`config.mk`:
```
export PLATFORM = sky130hd
export DESIGN_NAME = pair_radix_sort_top_flat
export DESIGN_NICKNAME = d
export VERILOG_FILES = /design/src/sv/prs_pkg.sv /design/src/sv/prs_if.sv /design/src/sv/pair_radix_sort_top.sv /design/src/sv/prs_ram.sv /design/src/sv/prs_seq.sv /design/src/flat_wrapper.sv
export SDC_FILE = /design/constraint.sdc
export NUM_CORES = 2
export LEC_CHECK = 0
export BUFFER_PORTS_ARGS = -buffer_cell sky130_fd_sc_hd__clkbuf_2
export CAP_MARGIN = 20
export CORE_MARGIN = 2
export CORE_UTILIZATION = 45
export DETAILED_ROUTE_END_ITERATION = 8
export PLACE_DENSITY = 0.66
export REMOVE_ABC_BUFFERS = 1
export SKIP_CTS_REPAIR_TIMING = 1
export SLEW_MARGIN = 20
export SYNTH_ARGS = -nofsm -noshare
export SYNTH_HDL_FRONTEND = slang
export SYNTH_HIERARCHICAL = 1
export SYNTH_SLANG_ARGS = --single-unit
export TNS_END_PERCENT = 100
```
`constraint.sdc`:
```
create_clock -name clk -period 32.1 [get_ports clk]
set_input_delay 9.63 -clock clk [delete_from_list [all_inputs] [get_ports clk]]
set_output_delay 9.63 -clock clk [all_outputs]
set_load 0.02 [all_outputs]
```
`src/sv/prs_pkg.sv`:
```
`default_nettype none

package prs_pkg;

  localparam int VAL_W  = 8;
  localparam int PAIR_W = 2 * VAL_W;

  typedef enum logic [5:0] {
    ST_LOAD = 6'b000001,
    ST_CLR  = 6'b000010,
    ST_HIST = 6'b000100,
    ST_PFX  = 6'b001000,
    ST_SCAT = 6'b010000,
    ST_EMIT = 6'b100000
  } state_t;

  typedef enum logic [2:0] {
    PH_ADDR = 3'b001,
    PH_KEY  = 3'b010,
    PH_UPD  = 3'b100
  } phase_t;

endpackage

`default_nettype wire

```
`src/sv/prs_if.sv`:
```
`default_nettype none

interface prs_in_if;
  logic                     valid;
  logic                     ready;
  logic [prs_pkg::VAL_W-1:0] first_value;
  logic [prs_pkg::VAL_W-1:0] second_value;
  logic                     last_pair;

  modport source (output valid, first_value, second_value, last_pair, input ready);
  modport sink (input valid, first_value, second_value, last_pair, output ready);
endinterface

interface prs_out_if;
  logic                     valid;
  logic                     ready;
  logic [prs_pkg::VAL_W-1:0] sorted_first;
  logic [prs_pkg::VAL_W-1:0] sorted_second;
  logic                     last_result;
  logic                     overflow;

  modport source (output valid, sorted_first, sorted_second, last_result, overflow,
                  input ready);
  modport sink (input valid, sorted_first, sorted_second, last_result, overflow,
                output ready);
endinterface

`default_nettype wire

```
`src/sv/pair_radix_sort_top.sv`:
```
// Loading takes one cycle per pair beat; the input is ready only while a set is loading.
// After the last pair come two sort passes over the stored pairs and R = 2^min(KEY_BITS,8)
// keys: each pass clears and prefix-sums the count memory at one entry a cycle, and counts
// and scatters one pair at a time through its address, key and update phases.
// Each result is read out in the emit address and key phases and held valid until it is taken.
// Synchronous reset clears the control state and empties the set; the pair memories need none.
`default_nettype none

module pair_radix_sort_top #(
  parameter int MAX_PAIRS = 64,
  parameter int KEY_BITS  = 8
) (
  input wire logic  clk,
  input wire logic  rst_n,
  prs_in_if.sink    in_chan,
  prs_out_if.source out_chan
);

  import prs_pkg::*;

  localparam int KEY_W     = (KEY_BITS < VAL_W) ? KEY_BITS : VAL_W;
  localparam int KEY_RANGE = 1 << KEY_W;
  localparam int IDX_W     = $clog2(MAX_PAIRS);
  localparam int CNT_W     = $clog2(MAX_PAIRS + 1);

  logic              ps_we, pb_we, kc_we;
  logic [IDX_W-1:0]  ps_waddr, ps_raddr, pb_waddr, pb_raddr;
  logic [PAIR_W-1:0] ps_wdata, ps_rdata, pb_wdata, pb_rdata;
  logic [KEY_W-1:0]  kc_waddr, kc_raddr;
  logic [CNT_W-1:0]  kc_wdata, kc_rdata;

  prs_ram #(.DEPTH(MAX_PAIRS), .WIDTH(PAIR_W)) u_pair_store (
    .clk   (clk),
    .we    (ps_we),
    .waddr (ps_waddr),
    .wdata (ps_wdata),
    .raddr (ps_raddr),
    .rdata (ps_rdata)
  );

  prs_ram #(.DEPTH(MAX_PAIRS), .WIDTH(PAIR_W)) u_pass_buffer (
    .clk   (clk),
    .we    (pb_we),
    .waddr (pb_waddr),
    .wdata (pb_wdata),
    .raddr (pb_raddr),
    .rdata (pb_rdata)
  );

  prs_ram #(.DEPTH(KEY_RANGE), .WIDTH(CNT_W)) u_key_counts (
    .clk   (clk),
    .we    (kc_we),
    .waddr (kc_waddr),
    .wdata (kc_wdata),
    .raddr (kc_raddr),
    .rdata (kc_rdata)
  );

  prs_seq #(.MAX_PAIRS(MAX_PAIRS), .KEY_W(KEY_W)) u_seq (
    .clk               (clk),
    .rst_n             (rst_n),
    .in_valid          (in_chan.valid),
    .in_ready          (in_chan.ready),
    .in_first_value    (in_chan.first_value),
    .in_second_value   (in_chan.second_value),
    .in_last_pair      (in_chan.last_pair),
    .out_valid         (out_chan.valid),
    .out_ready         (out_chan.ready),
    .out_sorted_first  (out_chan.sorted_first),
    .out_sorted_second (out_chan.sorted_second),
    .out_last_result   (out_chan.last_result),
    .out_overflow      (out_chan.overflow),
    .ps_we             (ps_we),
    .ps_waddr          (ps_waddr),
    .ps_wdata          (ps_wdata),
    .ps_raddr          (ps_raddr),
    .ps_rdata          (ps_rdata),
    .pb_we             (pb_we),
    .pb_waddr          (pb_waddr),
    .pb_wdata          (pb_wdata),
    .pb_raddr          (pb_raddr),
    .pb_rdata          (pb_rdata),
    .kc_we             (kc_we),
    .kc_waddr          (kc_waddr),
    .kc_wdata          (kc_wdata),
    .kc_raddr          (kc_raddr),
    .kc_rdata          (kc_rdata)
  );

endmodule

`default_nettype wire

```
`src/sv/prs_ram.sv`:
```
`default_nettype none

module prs_ram #(
  parameter int DEPTH = 64,
  parameter int WIDTH = 16,
  localparam int AW = (DEPTH > 1) ? $clog2(DEPTH) : 1
) (
  input  wire logic             clk,
  input  wire logic             we,
  input  wire logic [AW-1:0]    waddr,
  input  wire logic [WIDTH-1:0] wdata,
  input  wire logic [AW-1:0]    raddr,
  output logic      [WIDTH-1:0] rdata
);

  logic [WIDTH-1:0] mem [DEPTH];

  always_ff @(posedge clk) begin
    if (we) begin
      mem[waddr] <= wdata;
    end
    rdata <= mem[raddr];
  end

endmodule

`default_nettype wire

```
`src/sv/prs_seq.sv`:
```
`default_nettype none

module prs_seq #(
  parameter int MAX_PAIRS = 64,
  parameter int KEY_W     = 8,
  localparam int IDX_W = $clog2(MAX_PAIRS),
  localparam int CNT_W = $clog2(MAX_PAIRS + 1)
) (
  input  wire logic                       clk,
  input  wire logic                       rst_n,
  input  wire logic                       in_valid,
  output logic                            in_ready,
  input  wire logic [prs_pkg::VAL_W-1:0]  in_first_value,
  input  wire logic [prs_pkg::VAL_W-1:0]  in_second_value,
  input  wire logic                       in_last_pair,
  output logic                            out_valid,
  input  wire logic                       out_ready,
  output logic      [prs_pkg::VAL_W-1:0]  out_sorted_first,
  output logic      [prs_pkg::VAL_W-1:0]  out_sorted_second,
  output logic                            out_last_result,
  output logic                            out_overflow,
  output logic                            ps_we,
  output logic      [IDX_W-1:0]           ps_waddr,
  output logic      [prs_pkg::PAIR_W-1:0] ps_wdata,
  output logic      [IDX_W-1:0]           ps_raddr,
  input  wire logic [prs_pkg::PAIR_W-1:0] ps_rdata,
  output logic                            pb_we,
  output logic      [IDX_W-1:0]           pb_waddr,
  output logic      [prs_pkg::PAIR_W-1:0] pb_wdata,
  output logic      [IDX_W-1:0]           pb_raddr,
  input  wire logic [prs_pkg::PAIR_W-1:0] pb_rdata,
  output logic                            kc_we,
  output logic      [KEY_W-1:0]           kc_waddr,
  output logic      [CNT_W-1:0]           kc_wdata,
  output logic      [KEY_W-1:0]           kc_raddr,
  input  wire logic [CNT_W-1:0]           kc_rdata
);

  import prs_pkg::*;

  localparam logic [VAL_W-1:0] KEY_MASK = VAL_W'((1 << KEY_W) - 1);

  state_t             state_r, state_nxt;
  phase_t             ph_r, ph_nxt;
  logic               pass_r, pass_nxt;
  logic [CNT_W-1:0]   cnt_r, cnt_nxt;
  logic               ovf_r, ovf_nxt;
  logic [CNT_W-1:0]   idx_r, idx_nxt;
  logic [KEY_W:0]     kc_r, kc_nxt;
  logic               rvld_r, rvld_nxt;
  logic [KEY_W-1:0]   raddr_r, raddr_nxt;
  logic [CNT_W-1:0]   acc_r, acc_nxt;
  logic [KEY_W-1:0]   key_r, key_nxt;
  logic [PAIR_W-1:0]  pair_r, pair_nxt;
  logic               out_vld_r, out_vld_nxt;
  logic [PAIR_W-1:0]  out_pair_r, out_pair_nxt;
  logic               out_last_r, out_last_nxt;
  logic               out_ovf_r, out_ovf_nxt;

  logic               in_fire;
  logic               out_fire;
  logic [PAIR_W-1:0]  src_rd;
  logic [VAL_W-1:0]   src_val;
  logic [KEY_W-1:0]   src_key;
  logic [CNT_W-1:0]   cnt_dec;
  logic [CNT_W-1:0]   pfx_sum;
  logic [CNT_W-1:0]   idx_m1;

  assign in_ready          = (state_r == ST_LOAD);
  assign in_fire           = in_valid && in_ready;
  assign out_valid         = out_vld_r;
  assign out_fire          = out_vld_r && out_ready;
  assign out_sorted_first  = out_pair_r[PAIR_W-1:VAL_W];
  assign out_sorted_second = out_pair_r[VAL_W-1:0];
  assign out_last_result   = out_last_r;
  assign out_overflow      = out_ovf_r;

  assign src_rd  = pass_r ? pb_rdata : ps_rdata;
  assign src_val = pass_r ? src_rd[PAIR_W-1:VAL_W] : src_rd[VAL_W-1:0];
  assign src_key = src_val[KEY_W-1:0];
  assign cnt_dec = (kc_rdata != '0) ? kc_rdata - CNT_W'(1) : kc_rdata;
  assign pfx_sum = acc_r + kc_rdata;
  assign idx_m1  = idx_r - CNT_W'(1);

  always_comb begin
    state_nxt    = state_r;
    ph_nxt       = ph_r;
    pass_nxt     = pass_r;
    cnt_nxt      = cnt_r;
    ovf_nxt      = ovf_r;
    idx_nxt      = idx_r;
    kc_nxt       = kc_r;
    rvld_nxt     = rvld_r;
    raddr_nxt    = raddr_r;
    acc_nxt      = acc_r;
    key_nxt      = key_r;
    pair_nxt     = pair_r;
    out_vld_nxt  = out_vld_r;
    out_pair_nxt = out_pair_r;
    out_last_nxt = out_last_r;
    out_ovf_nxt  = out_ovf_r;

    ps_we    = 1'b0;
    ps_waddr = cnt_dec[IDX_W-1:0];
    ps_wdata = pair_r;
    ps_raddr = idx_r[IDX_W-1:0];
    pb_we    = 1'b0;
    pb_waddr = cnt_dec[IDX_W-1:0];
    pb_wdata = pair_r;
    pb_raddr = idx_r[IDX_W-1:0];
    kc_we    = 1'b0;
    kc_waddr = key_r;
    kc_wdata = '0;
    kc_raddr = src_key;

    unique case (state_r)
      ST_LOAD: begin
        if (in_fire) begin
          if (cnt_r < CNT_W'(MAX_PAIRS)) begin
            ps_we    = 1'b1;
            ps_waddr = cnt_r[IDX_W-1:0];
            ps_wdata = {in_first_value & KEY_MASK, in_second_value & KEY_MASK};
            cnt_nxt  = cnt_r + CNT_W'(1);
          end else begin
            ovf_nxt = 1'b1;
          end
          if (in_last_pair) begin
            state_nxt = ST_CLR;
            pass_nxt  = 1'b0;
            kc_nxt    = '0;
          end
        end
      end
      ST_CLR: begin
        kc_we    = 1'b1;
        kc_waddr = kc_r[KEY_W-1:0];
        kc_wdata = '0;
        kc_nxt   = kc_r + (KEY_W+1)'(1);
        if (kc_r[KEY_W-1:0] == '1) begin
          state_nxt = ST_HIST;
          idx_nxt   = '0;
          ph_nxt    = PH_ADDR;
        end
      end
      ST_HIST: begin
        unique case (ph_r)
          PH_ADDR: begin
            ph_nxt = PH_KEY;
          end
          PH_KEY: begin
            kc_raddr = src_key;
            key_nxt  = src_key;
            ph_nxt   = PH_UPD;
          end
          PH_UPD: begin
            kc_we    = 1'b1;
            kc_waddr = key_r;
            kc_wdata = kc_rdata + CNT_W'(1);
            idx_nxt  = idx_r + CNT_W'(1);
            ph_nxt   = PH_ADDR;
            if (idx_r + CNT_W'(1) == cnt_r) begin
              state_nxt = ST_PFX;
              kc_nxt    = '0;
              rvld_nxt  = 1'b0;
              acc_nxt   = '0;
            end
          end
          default: ph_nxt = PH_ADDR;
        endcase
      end
      ST_PFX: begin
        kc_raddr  = kc_r[KEY_W-1:0];
        rvld_nxt  = !kc_r[KEY_W];
        raddr_nxt = kc_r[KEY_W-1:0];
        if (!kc_r[KEY_W]) begin
          kc_nxt = kc_r + (KEY_W+1)'(1);
        end
        if (rvld_r) begin
          kc_we    = 1'b1;
          kc_waddr = raddr_r;
          kc_wdata = pfx_sum;
          acc_nxt  = pfx_sum;
          if (raddr_r == '1) begin
            state_nxt = ST_SCAT;
            rvld_nxt  = 1'b0;
            idx_nxt   = cnt_r;
            ph_nxt    = PH_ADDR;
          end
        end
      end
      ST_SCAT: begin
        unique case (ph_r)
          PH_ADDR: begin
            ps_raddr = idx_m1[IDX_W-1:0];
            pb_raddr = idx_m1[IDX_W-1:0];
            ph_nxt   = PH_KEY;
          end
          PH_KEY: begin
            kc_raddr = src_key;
            key_nxt  = src_key;
            pair_nxt = src_rd;
            ph_nxt   = PH_UPD;
          end
          PH_UPD: begin
            kc_we    = 1'b1;
            kc_waddr = key_r;
            kc_wdata = cnt_dec;
            if (cnt_dec < CNT_W'(MAX_PAIRS)) begin
              if (pass_r) begin
                ps_we = 1'b1;
              end else begin
                pb_we = 1'b1;
              end
            end
            idx_nxt = idx_m1;
            ph_nxt  = PH_ADDR;
            if (idx_r == CNT_W'(1)) begin
              if (!pass_r) begin
                state_nxt = ST_CLR;
                pass_nxt  = 1'b1;
                kc_nxt    = '0;
              end else begin
                state_nxt = ST_EMIT;
                pass_nxt  = 1'b0;
                idx_nxt   = '0;
              end
            end
          end
          default: ph_nxt = PH_ADDR;
        endcase
      end
      ST_EMIT: begin
        unique case (ph_r)
          PH_ADDR: begin
            ps_raddr = idx_r[IDX_W-1:0];
            ph_nxt   = PH_KEY;
          end
          PH_KEY: begin
            out_vld_nxt  = 1'b1;
            out_pair_nxt = ps_rdata;
            out_last_nxt = (idx_r + CNT_W'(1) == cnt_r);
            out_ovf_nxt  = ovf_r;
            ph_nxt       = PH_UPD;
          end
          PH_UPD: begin
            if (out_fire) begin
              out_vld_nxt = 1'b0;
              idx_nxt     = idx_r + CNT_W'(1);
              ph_nxt      = PH_ADDR;
              if (out_last_r) begin
                state_nxt = ST_LOAD;
                cnt_nxt   = '0;
                ovf_nxt   = 1'b0;
              end
            end
          end
          default: ph_nxt = PH_ADDR;
        endcase
      end
      default: state_nxt = ST_LOAD;
    endcase
  end

  always_ff @(posedge clk) begin
    if (!rst_n) begin
      state_r   <= ST_LOAD;
      ph_r      <= PH_ADDR;
      pass_r    <= 1'b0;
      cnt_r     <= '0;
      ovf_r     <= 1'b0;
      idx_r     <= '0;
      kc_r      <= '0;
      rvld_r    <= 1'b0;
      out_vld_r <= 1'b0;
    end else begin
      state_r   <= state_nxt;
      ph_r      <= ph_nxt;
      pass_r    <= pass_nxt;
      cnt_r     <= cnt_nxt;
      ovf_r     <= ovf_nxt;
      idx_r     <= idx_nxt;
      kc_r      <= kc_nxt;
      rvld_r    <= rvld_nxt;
      out_vld_r <= out_vld_nxt;
    end
  end

  always_ff @(posedge clk) begin
    raddr_r    <= raddr_nxt;
    acc_r      <= acc_nxt;
    key_r      <= key_nxt;
    pair_r     <= pair_nxt;
    out_pair_r <= out_pair_nxt;
    out_last_r <= out_last_nxt;
    out_ovf_r  <= out_ovf_nxt;
  end

  // Every scattered pair was counted, so its key's running count is never zero.
  a_scat_count_nonzero: assert property (@(posedge clk) disable iff (!rst_n)
    (state_r == ST_SCAT && ph_r == PH_UPD) |-> (kc_rdata != '0))
    else $error("scatter found an empty key count");

  a_scat_slot_in_range: assert property (@(posedge clk) disable iff (!rst_n)
    (state_r == ST_SCAT && ph_r == PH_UPD) |-> (cnt_dec < cnt_r))
    else $error("scatter slot beyond the loaded set");

  a_count_bounded: assert property (@(posedge clk) disable iff (!rst_n)
    cnt_r <= CNT_W'(MAX_PAIRS))
    else $error("pair count above capacity");

  a_out_only_in_emit: assert property (@(posedge clk) disable iff (!rst_n)
    out_vld_r |-> (state_r == ST_EMIT && ph_r == PH_UPD))
    else $error("result beat outside the emit phase");

  a_run_end_clears: assert property (@(posedge clk) disable iff (!rst_n)
    (out_fire && out_last_r) |=> (state_r == ST_LOAD && cnt_r == '0 && !ovf_r))
    else $error("set state not cleared after the final beat");

endmodule

`default_nettype wire

```
`src/flat_wrapper.sv`:
```
// flat-port wrapper written by rule: the top's interface ports become plain ports
module pair_radix_sort_top_flat import prs_pkg::*;
#(
  parameter int MAX_PAIRS = 64,
  parameter int KEY_BITS  = 8
)
  (clk, rst_n, in_chan_valid, in_chan_first_value, in_chan_second_value, in_chan_last_pair, in_chan_ready, out_chan_valid, out_chan_sorted_first, out_chan_sorted_second, out_chan_last_result, out_chan_overflow, out_chan_ready);
  prs_in_if in_chan_i ();
  prs_out_if out_chan_i ();
  input wire logic clk;
  input wire logic rst_n;
  input wire logic [$bits(in_chan_i.valid)-1:0] in_chan_valid;
  input wire logic [$bits(in_chan_i.first_value)-1:0] in_chan_first_value;
  input wire logic [$bits(in_chan_i.second_value)-1:0] in_chan_second_value;
  input wire logic [$bits(in_chan_i.last_pair)-1:0] in_chan_last_pair;
  output wire logic [$bits(in_chan_i.ready)-1:0] in_chan_ready;
  output wire logic [$bits(out_chan_i.valid)-1:0] out_chan_valid;
  output wire logic [$bits(out_chan_i.sorted_first)-1:0] out_chan_sorted_first;
  output wire logic [$bits(out_chan_i.sorted_second)-1:0] out_chan_sorted_second;
  output wire logic [$bits(out_chan_i.last_result)-1:0] out_chan_last_result;
  output wire logic [$bits(out_chan_i.overflow)-1:0] out_chan_overflow;
  input wire logic [$bits(out_chan_i.ready)-1:0] out_chan_ready;
  assign in_chan_i.valid = in_chan_valid;
  assign in_chan_i.first_value = in_chan_first_value;
  assign in_chan_i.second_value = in_chan_second_value;
  assign in_chan_i.last_pair = in_chan_last_pair;
  assign in_chan_ready = in_chan_i.ready;
  assign out_chan_valid = out_chan_i.valid;
  assign out_chan_sorted_first = out_chan_i.sorted_first;
  assign out_chan_sorted_second = out_chan_i.sorted_second;
  assign out_chan_last_result = out_chan_i.last_result;
  assign out_chan_overflow = out_chan_i.overflow;
  assign out_chan_i.ready = out_chan_ready;
  pair_radix_sort_top #(.MAX_PAIRS(MAX_PAIRS), .KEY_BITS(KEY_BITS)) u_core (.clk(clk), .rst_n(rst_n), .in_chan(in_chan_i), .out_chan(out_chan_i));
endmodule
```
# Yosys cells after proc, flatten, opt, wreduce, memory -nomap -nowiden
# Memories as Yosys holds them, arrays and structs flattened. A register that Yosys moved wholly into a read port is not among the register bits.
# Index checks and enable logic that the tools add are counted.
# totals
ram_bits	3840
register_bits	93
input_bits	21
out_inout_bits	20
memories	3
# op_classes
eq_ne	31
mux	105
n_addsub	7
n_reduce_logical	26
order_cmp	2
# memory_table
name	depth	width	read_ports	rd_ports_with_merged_regs	wr	line_no	rtl
u_core.u_key_counts.mem	256	7	1	1	1	prs_ram.sv:16	logic [WIDTH-1:0] mem [DEPTH];
u_core.u_pair_store.mem	64	16	1	1	1	prs_ram.sv:16	
u_core.u_pass_buffer.mem	64	16	1	1	1	prs_ram.sv:16	
# op_table
op	count
7-bit 2-to-1 mux	21
6-bit 2-to-1 mux	18
9-bit 2-to-1 mux	8
16-bit 2-to-1 mux	4
9-bit case mux with 5 select lines	1
6-bit case mux with 6 select lines	1
7-bit case mux with 5 select lines	1
1-bit 2-to-1 mux	31
2-bit inequality test (second input constant)	15
7-bit case mux with 2 select lines	2
8-bit 2-to-1 mux	3
7-bit by 1-bit adder with 7-bit output (second input constant)	3
7-bit case mux with 3 select lines	1
8-bit equality test (second input constant)	2
8-bit case mux with 2 select lines	1
8-bit AND reduction	2
7-bit less-than comparator (second input constant)	2
7-bit by 1-bit subtractor with 7-bit output (second input constant)	2
3-bit 2-to-1 mux	4
3-bit case mux with 4 select lines	1
12-bit AND reduction	1
6-bit AND reduction	2
1-bit case mux with 2 select lines	5
5-bit AND reduction	2
other kinds (29)	38

# Logic depth before layout (Yosys ltp)
# logic_depth
depth_word	8
mapped_depth	18

# By module
# Netlist, hierarchy kept.
# modules_own_cells
mod	cells_each	seq_area_each_um2	instances	area_per_inst_um2
prs_ram at u_core.u_pair_store ...	1829	31069.8	2	40042.2
prs_ram at u_core.u_key_counts	3381	53951.7	1	70197.3
prs_seq	638	2432.3	1	5704.2

# Worst setup path before layout
# No wires, ideal clock.
# synth_path
path_type	register to register
startpoint	register u_core.u_seq.state_r[4]
endpoint	memory u_core/u_key_counts/mem[0][6] (netlist bit), data pin
stages_incl_launch_ff	8
synth_period_minus_slack_ns	13.900
setup_ns	2.187
path_slack_ns	18.200
required_ns	29.913
arrival_time_ns	11.713
path_cell_list	dfxtp_1 buf_2 nor2_1 nand4b_1 inv_1 clkbuf_1 nand2_1 o21ai_0
# synth_via
elab_chain_cells	2
# synth_lines
element	line_no	rtl
from (decl)	prs_seq.sv:43	state_t state_r, state_nxt;
from (signal assigned)	prs_seq.sv:276	state_r <= state_nxt;
6-bit by 5-bit equality test with 1-bit output, or another cell as far along	prs_seq.sv:116	unique case (state_r)
7-bit case mux with 3 select lines *	prs_seq.sv:116	
net u_core.kc_wdata[6]	pair_radix_sort_top.sv:30	logic [CNT_W-1:0] kc_wdata, kc_rdata;
to (decl)	prs_ram.sv:16	
# Mark *: on every way through the listed nets, which the timed path passes. The rest lies on a longest branch.

# Worst setup path after layout
# layout_path
startpoint	input in_chan_valid
endpoint	memory u_core.u_pair_store.mem[39][4] (enable)
# layout_lines
element	line_no	rtl
from (decl)	flat_wrapper.sv:12	input wire logic [$bits(in_chan_i.valid)-1:0] in_chan_valid;
1-bit logical AND	prs_seq.sv:70	assign in_fire = in_valid && in_ready;
6-bit 2-to-1 mux	prs_seq.sv:118	if (in_fire) begin
6-bit 2-to-1 mux	prs_seq.sv:116	
net u_core.ps_waddr[1]	pair_radix_sort_top.sv:27	logic [IDX_W-1:0] ps_waddr, ps_raddr, pb_waddr, pb_raddr;
to (decl)	prs_ram.sv:16	
# The timed path passes the listed nets, and every way through them passes these cells.

==> flow_summary.html <==
<table>
<tr><th>Metric</th><th>Value</th></tr>
<tr><th colspan="2">Status</th></tr>
<tr><td>Outcome</td><td>finished, final reports clean</td></tr>
<tr><th colspan="2">Drt</th></tr>
<tr><td>Detail Route Antenna Nets</td><td>0</td></tr>
<tr><td>Wire length reported by the detailed router</td><td>374 mm</td></tr>
<tr><td>Post-detailed-route DRC marker count</td><td>0</td></tr>
<tr><td>Detailed-router iteration count before antenna repair</td><td>5</td></tr>
<tr><td>DR vias</td><td>77,338</td></tr>
<tr><td>Routed vias/inst</td><td>6.04</td></tr>
<tr><td>Post-detailed-route wirelength per cell</td><td>29.2 um</td></tr>
<tr><td>Drt initial violations</td><td>9,377</td></tr>
<tr><th colspan="2">Die</th></tr>
<tr><td>Die width</td><td>593 um</td></tr>
<tr><td>Core area</td><td>0.346 sq mm</td></tr>
<tr><td>Vertical die dimension</td><td>593 um</td></tr>
<tr><td>Core Rows</td><td>216</td></tr>
<tr><td>Starting density of the core</td><td>0.451</td></tr>
<tr><td>Io pins</td><td>41</td></tr>
<tr><td>Area of the die</td><td>0.351 sq mm</td></tr>
<tr><th colspan="2">Synth</th></tr>
<tr><td>Top_reg_cell synth</td><td>sky130_fd_sc_hd__edfxtp_1</td></tr>
<tr><td>Gate count of the mapped netlist</td><td>7,677</td></tr>
<tr><td>Fraction of the yosys area taken by sequential cells</td><td>0.760</td></tr>
<tr><td>Syn_area_per_cell</td><td>20.3 sq um</td></tr>
<tr><td>Synth warnings</td><td>6</td></tr>
<tr><td>Synth Cell Area</td><td>0.156 sq mm</td></tr>
<tr><td>Most used standard cell by instance count after synthesis</td><td>sky130_fd_sc_hd__edfxtp_1</td></tr>
<tr><td>Post-synthesis sequential element count</td><td>3,972</td></tr>
<tr><td>Most frequent cells after synthesis</td><td>3,897 x sky130_fd_sc_hd__edfxtp_1, 820 x sky130_fd_sc_hd__mux4_2, 502 x sky130_fd_sc_hd__nor2_1</td></tr>
<tr><td>Number of synthesized flops with an enable pin</td><td>3,897</td></tr>
<tr><td>Cell accounting for the most synthesized area</td><td>sky130_fd_sc_hd__edfxtp_1</td></tr>
<tr><td>Async set-reset flop share out of synthesis</td><td>0</td></tr>
<tr><td>Library cells used by synthesis</td><td>91</td></tr>
<tr><td>Largest cells by area after synthesis</td><td>sky130_fd_sc_hd__edfxtp_1 75%, sky130_fd_sc_hd__mux4_2 12%, sky130_fd_sc_hd__mux2i_1 2.1%, sky130_fd_sc_hd__nor2_1 1.2%, sky130_fd_sc_hd__dfxtp_1 0.96%</td></tr>
<tr><td>Top cell type's share of synthesized area</td><td>0.750</td></tr>
<tr><th colspan="2">Clocking</th></tr>
<tr><td>Clock tree from TritonCTS</td><td>yes</td></tr>
<tr><td>Skew-Pair Late Insertion Delay</td><td>950 ps</td></tr>
<tr><td>Number of buffers on the longest clock path</td><td>4</td></tr>
<tr><td>Sink Count</td><td>3,972</td></tr>
<tr><td>Reg clk slew, reported paths</td><td>60 ps</td></tr>
<tr><td>Number of buffers added by the clock tree synthesis step</td><td>387</td></tr>
<tr><td>Root Driver</td><td>sky130_fd_sc_hd__clkbuf_16</td></tr>
<tr><td>Maximum level of the CTS H-tree</td><td>5</td></tr>
<tr><th colspan="2">STA</th></tr>
<tr><td>Hold Violations, Final</td><td>0</td></tr>
<tr><td>Max transition margin</td><td>0.221</td></tr>
<tr><td>Count of final max-slew check failures</td><td>0</td></tr>
<tr><td>Part of the cycle the worst path needs</td><td>0.384</td></tr>
<tr><td>Highest achievable clock rate</td><td>0.0810 GHz</td></tr>
<tr><td>Worst setup margin</td><td>19,760 ps</td></tr>
<tr><td>Layout Skew</td><td>56.0 ps</td></tr>
<tr><td>Slew of the pin with the lowest slew margin</td><td>1170 ps</td></tr>
<tr><td>Setup repair after global routing missed its margin</td><td>no</td></tr>
<tr><td>Aggregate negative setup slack</td><td>0 ps</td></tr>
<tr><td>Setup-violating endpoint count in the final report</td><td>0</td></tr>
<tr><td>Fin crit period</td><td>12,340 ps</td></tr>
<tr><td>WHS</td><td>454 ps</td></tr>
<tr><th colspan="2">Worst hold path</th></tr>
<tr><td>Type of the worst min-delay path</td><td>flip-flop to flip-flop</td></tr>
<tr><th colspan="2">Layout</th></tr>
<tr><td>Fraction of layout cells with a size suffix above 1</td><td>0.223</td></tr>
<tr><td>Area growth from synthesis to layout</td><td>11.4%</td></tr>
<tr><td>Final core utilization</td><td>0.503</td></tr>
<tr><td>Final layout net count</td><td>7,943</td></tr>
<tr><th colspan="2">Placed design</th></tr>
<tr><td>PortBufs</td><td>40</td></tr>
<tr><td>DPL Wire Length</td><td>224 mm</td></tr>
<tr><td>Worst setup slack before clock tree synthesis</td><td>18,710 ps</td></tr>
<tr><td>GPL Wtd Cong</td><td>0.868</td></tr>
<tr><th colspan="2">Worst setup path</th></tr>
<tr><td>Maximum fanout along the worst path</td><td>26</td></tr>
<tr><td>Data arrival at the endpoint of the critical path</td><td>12,910 ps</td></tr>
<tr><td>Category of the worst setup path capture point</td><td>flip-flop</td></tr>
<tr><td>Startpoint kind of the worst setup timing path</td><td>input port</td></tr>
<tr><td>Required time at the worst-slack endpoint</td><td>32,670 ps</td></tr>
<tr><td>Crit Path Class</td><td>input port to flip-flop</td></tr>
<tr><th colspan="2">Global routing</th></tr>
<tr><td>Overall fraction of global-route tracks in use</td><td>0.211</td></tr>
<tr><td>Pin count of the biggest net entering global routing</td><td>198</td></tr>
<tr><td>Wire length of the first global-routing pass</td><td>541 mm</td></tr>
<tr><td>Gr ovfl total</td><td>0</td></tr>
<tr><td>Via count of the first global-routing pass</td><td>77,085</td></tr>
<tr><td>Initial antenna violation count</td><td>10</td></tr>
<tr><th colspan="2">Pwr</th></tr>
<tr><td>Worst voltage drop across the vdd grid</td><td>0.0855 mV</td></tr>
<tr><td>Pleak</td><td>48.9 nW</td></tr>
<tr><td>Overall power after layout</td><td>13.3 mW</td></tr>
<tr><td>PwrDens</td><td>76.4 mW/mm^2</td></tr>
<tr><th colspan="2">Run</th></tr>
<tr><td>Reported max-cap violation count</td><td>0</td></tr>
</table>
## worst max-delay path, stage by stage
cell and delay [ps]:
sky130_fd_sc_hd__clkbuf_2 150, sky130_fd_sc_hd__nand2_1 80, sky130_fd_sc_hd__nor2_2 130, sky130_fd_sc_hd__buf_4 400, sky130_fd_sc_hd__nand2_1 100, sky130_fd_sc_hd__o21ai_1 400, sky130_fd_sc_hd__nand4_1 980, sky130_fd_sc_hd__nor2_2 1020
## metrics by stage
stage	instances	cell area [sq um]
after floorplan	7220	153000
after global placement	12092	161000
after detailed placement	12092	161000
after CTS	12798	174000
after global routing	12803	174000
final	12808	174000
## layout make-up
| type | instances | area [sq um] |
|---|---|---|
| fillers | 26965 | 172000 |
| flip-flops and latches | 3972 | 119000 |
| multi-input cells | 3218 | 34600 |
| clock buffers | 480 | 10300 |
| well taps | 4578 | 5730 |
| repair buffers | 297 | 2310 |
| clock inverters | 226 | 2180 |
| inverters | 30 | 113 |
| diodes | 7 | 17.5 |
## placed cells by master, fill, tap and decap left out, drive strengths merged, types with 14 or more instances in the layout
cell	count
edfxtp	3897
mux4	838
clkbuf	520
nor2	507
mux2i	327
nand2	284
buf	257
clkinv	165
a22oi	149
a21oi	112
nand3	107
nor2b	81
o22ai	80
o21ai	77
mux2	75
dfxtp	75
nor3	55
a221oi	52
nor4	48
inv	41
bufinv	36
nand4	35
nand2b	33
a31oi	32
a22o	27
a211oi	26
xnor2	25
a311oi	19
a211o	17
and2	15
ha	15
a2111oi	15
clkinvlp	14
o2111ai	14
xor2	14
## kinds of logic after synthesis
logic type | synth area share
flip-flops | 0.760
multiplexers | 0.148
AND/OR/NAND/NOR | 0.0368
AO/OA/AOI/OAI | 0.0316
buffers and inverters | 0.0203
XOR/XNOR | 0.00233
adder cells (fa/ha/maj) | 0.00133
## power breakdown
group | switching [mW] | internal, mW
Clock | 1.90 | 2.56
Combinational | 1.89 | 1.02
Sequential | 0.0892 | 5.82
Total | 3.88 | 9.40
## worst paths after layout
check	slack [ps]	from	end	depth (start not counted)
worst max-delay path	19760	in_chan_valid	u_core/u_pair_store/mem[39][4]$_DFFE_PP_	8
worst min-delay path	450	u_core/u_seq/ovf_r$_SDFFE_PN0P_	u_core/u_seq/out_overflow$_DFFE_PP_	0
worst max register to register	24530	u_core/u_seq/state_r[2]$_SDFFE_PN0P_	u_core/u_pass_buffer/rdata[4]$_DFF_P_	14
worst min register to register	450	u_core/u_seq/ovf_r$_SDFFE_PN0P_	u_core/u_seq/out_overflow$_DFFE_PP_	0
## sequential cells by signal, summed over array words and instances, names as in the netlist, 3 cells and up
register                    cells
u_core/u_seq/idx_r              7
u_core/u_seq/state_r            6
u_core/u_seq/ph_r               3
u_core/u_seq/out_pair_r        16
u_core/u_pair_store/mem      1024
u_core/u_seq/cnt_r              7
u_core/u_pass_buffer/mem     1024
u_core/u_key_counts/mem      1792
u_core/u_seq/raddr_r            8
u_core/u_seq/key_r              8
u_core/u_key_counts/rdata       7
u_core/u_seq/acc_r              7
u_core/u_pass_buffer/rdata     16
u_core/u_pair_store/rdata      16
u_core/u_seq/pb_wdata          16
u_core/u_seq/kc_r               9
## layer usage
| layer | routed length (um) | global-route usage | up-vias |
|---|---|---|---|
| li1 | - | - | 32196 |
| met1 | 147000 | 0.289 | 40716 |
| met2 | 180000 | 0.340 | 3728 |
| met3 | 32400 | 0.0362 | 698 |
| met4 | 14300 | 0.0781 | 0 |
| met5 | 0 | 0 | - |
(Power assumes the default switching activity.)
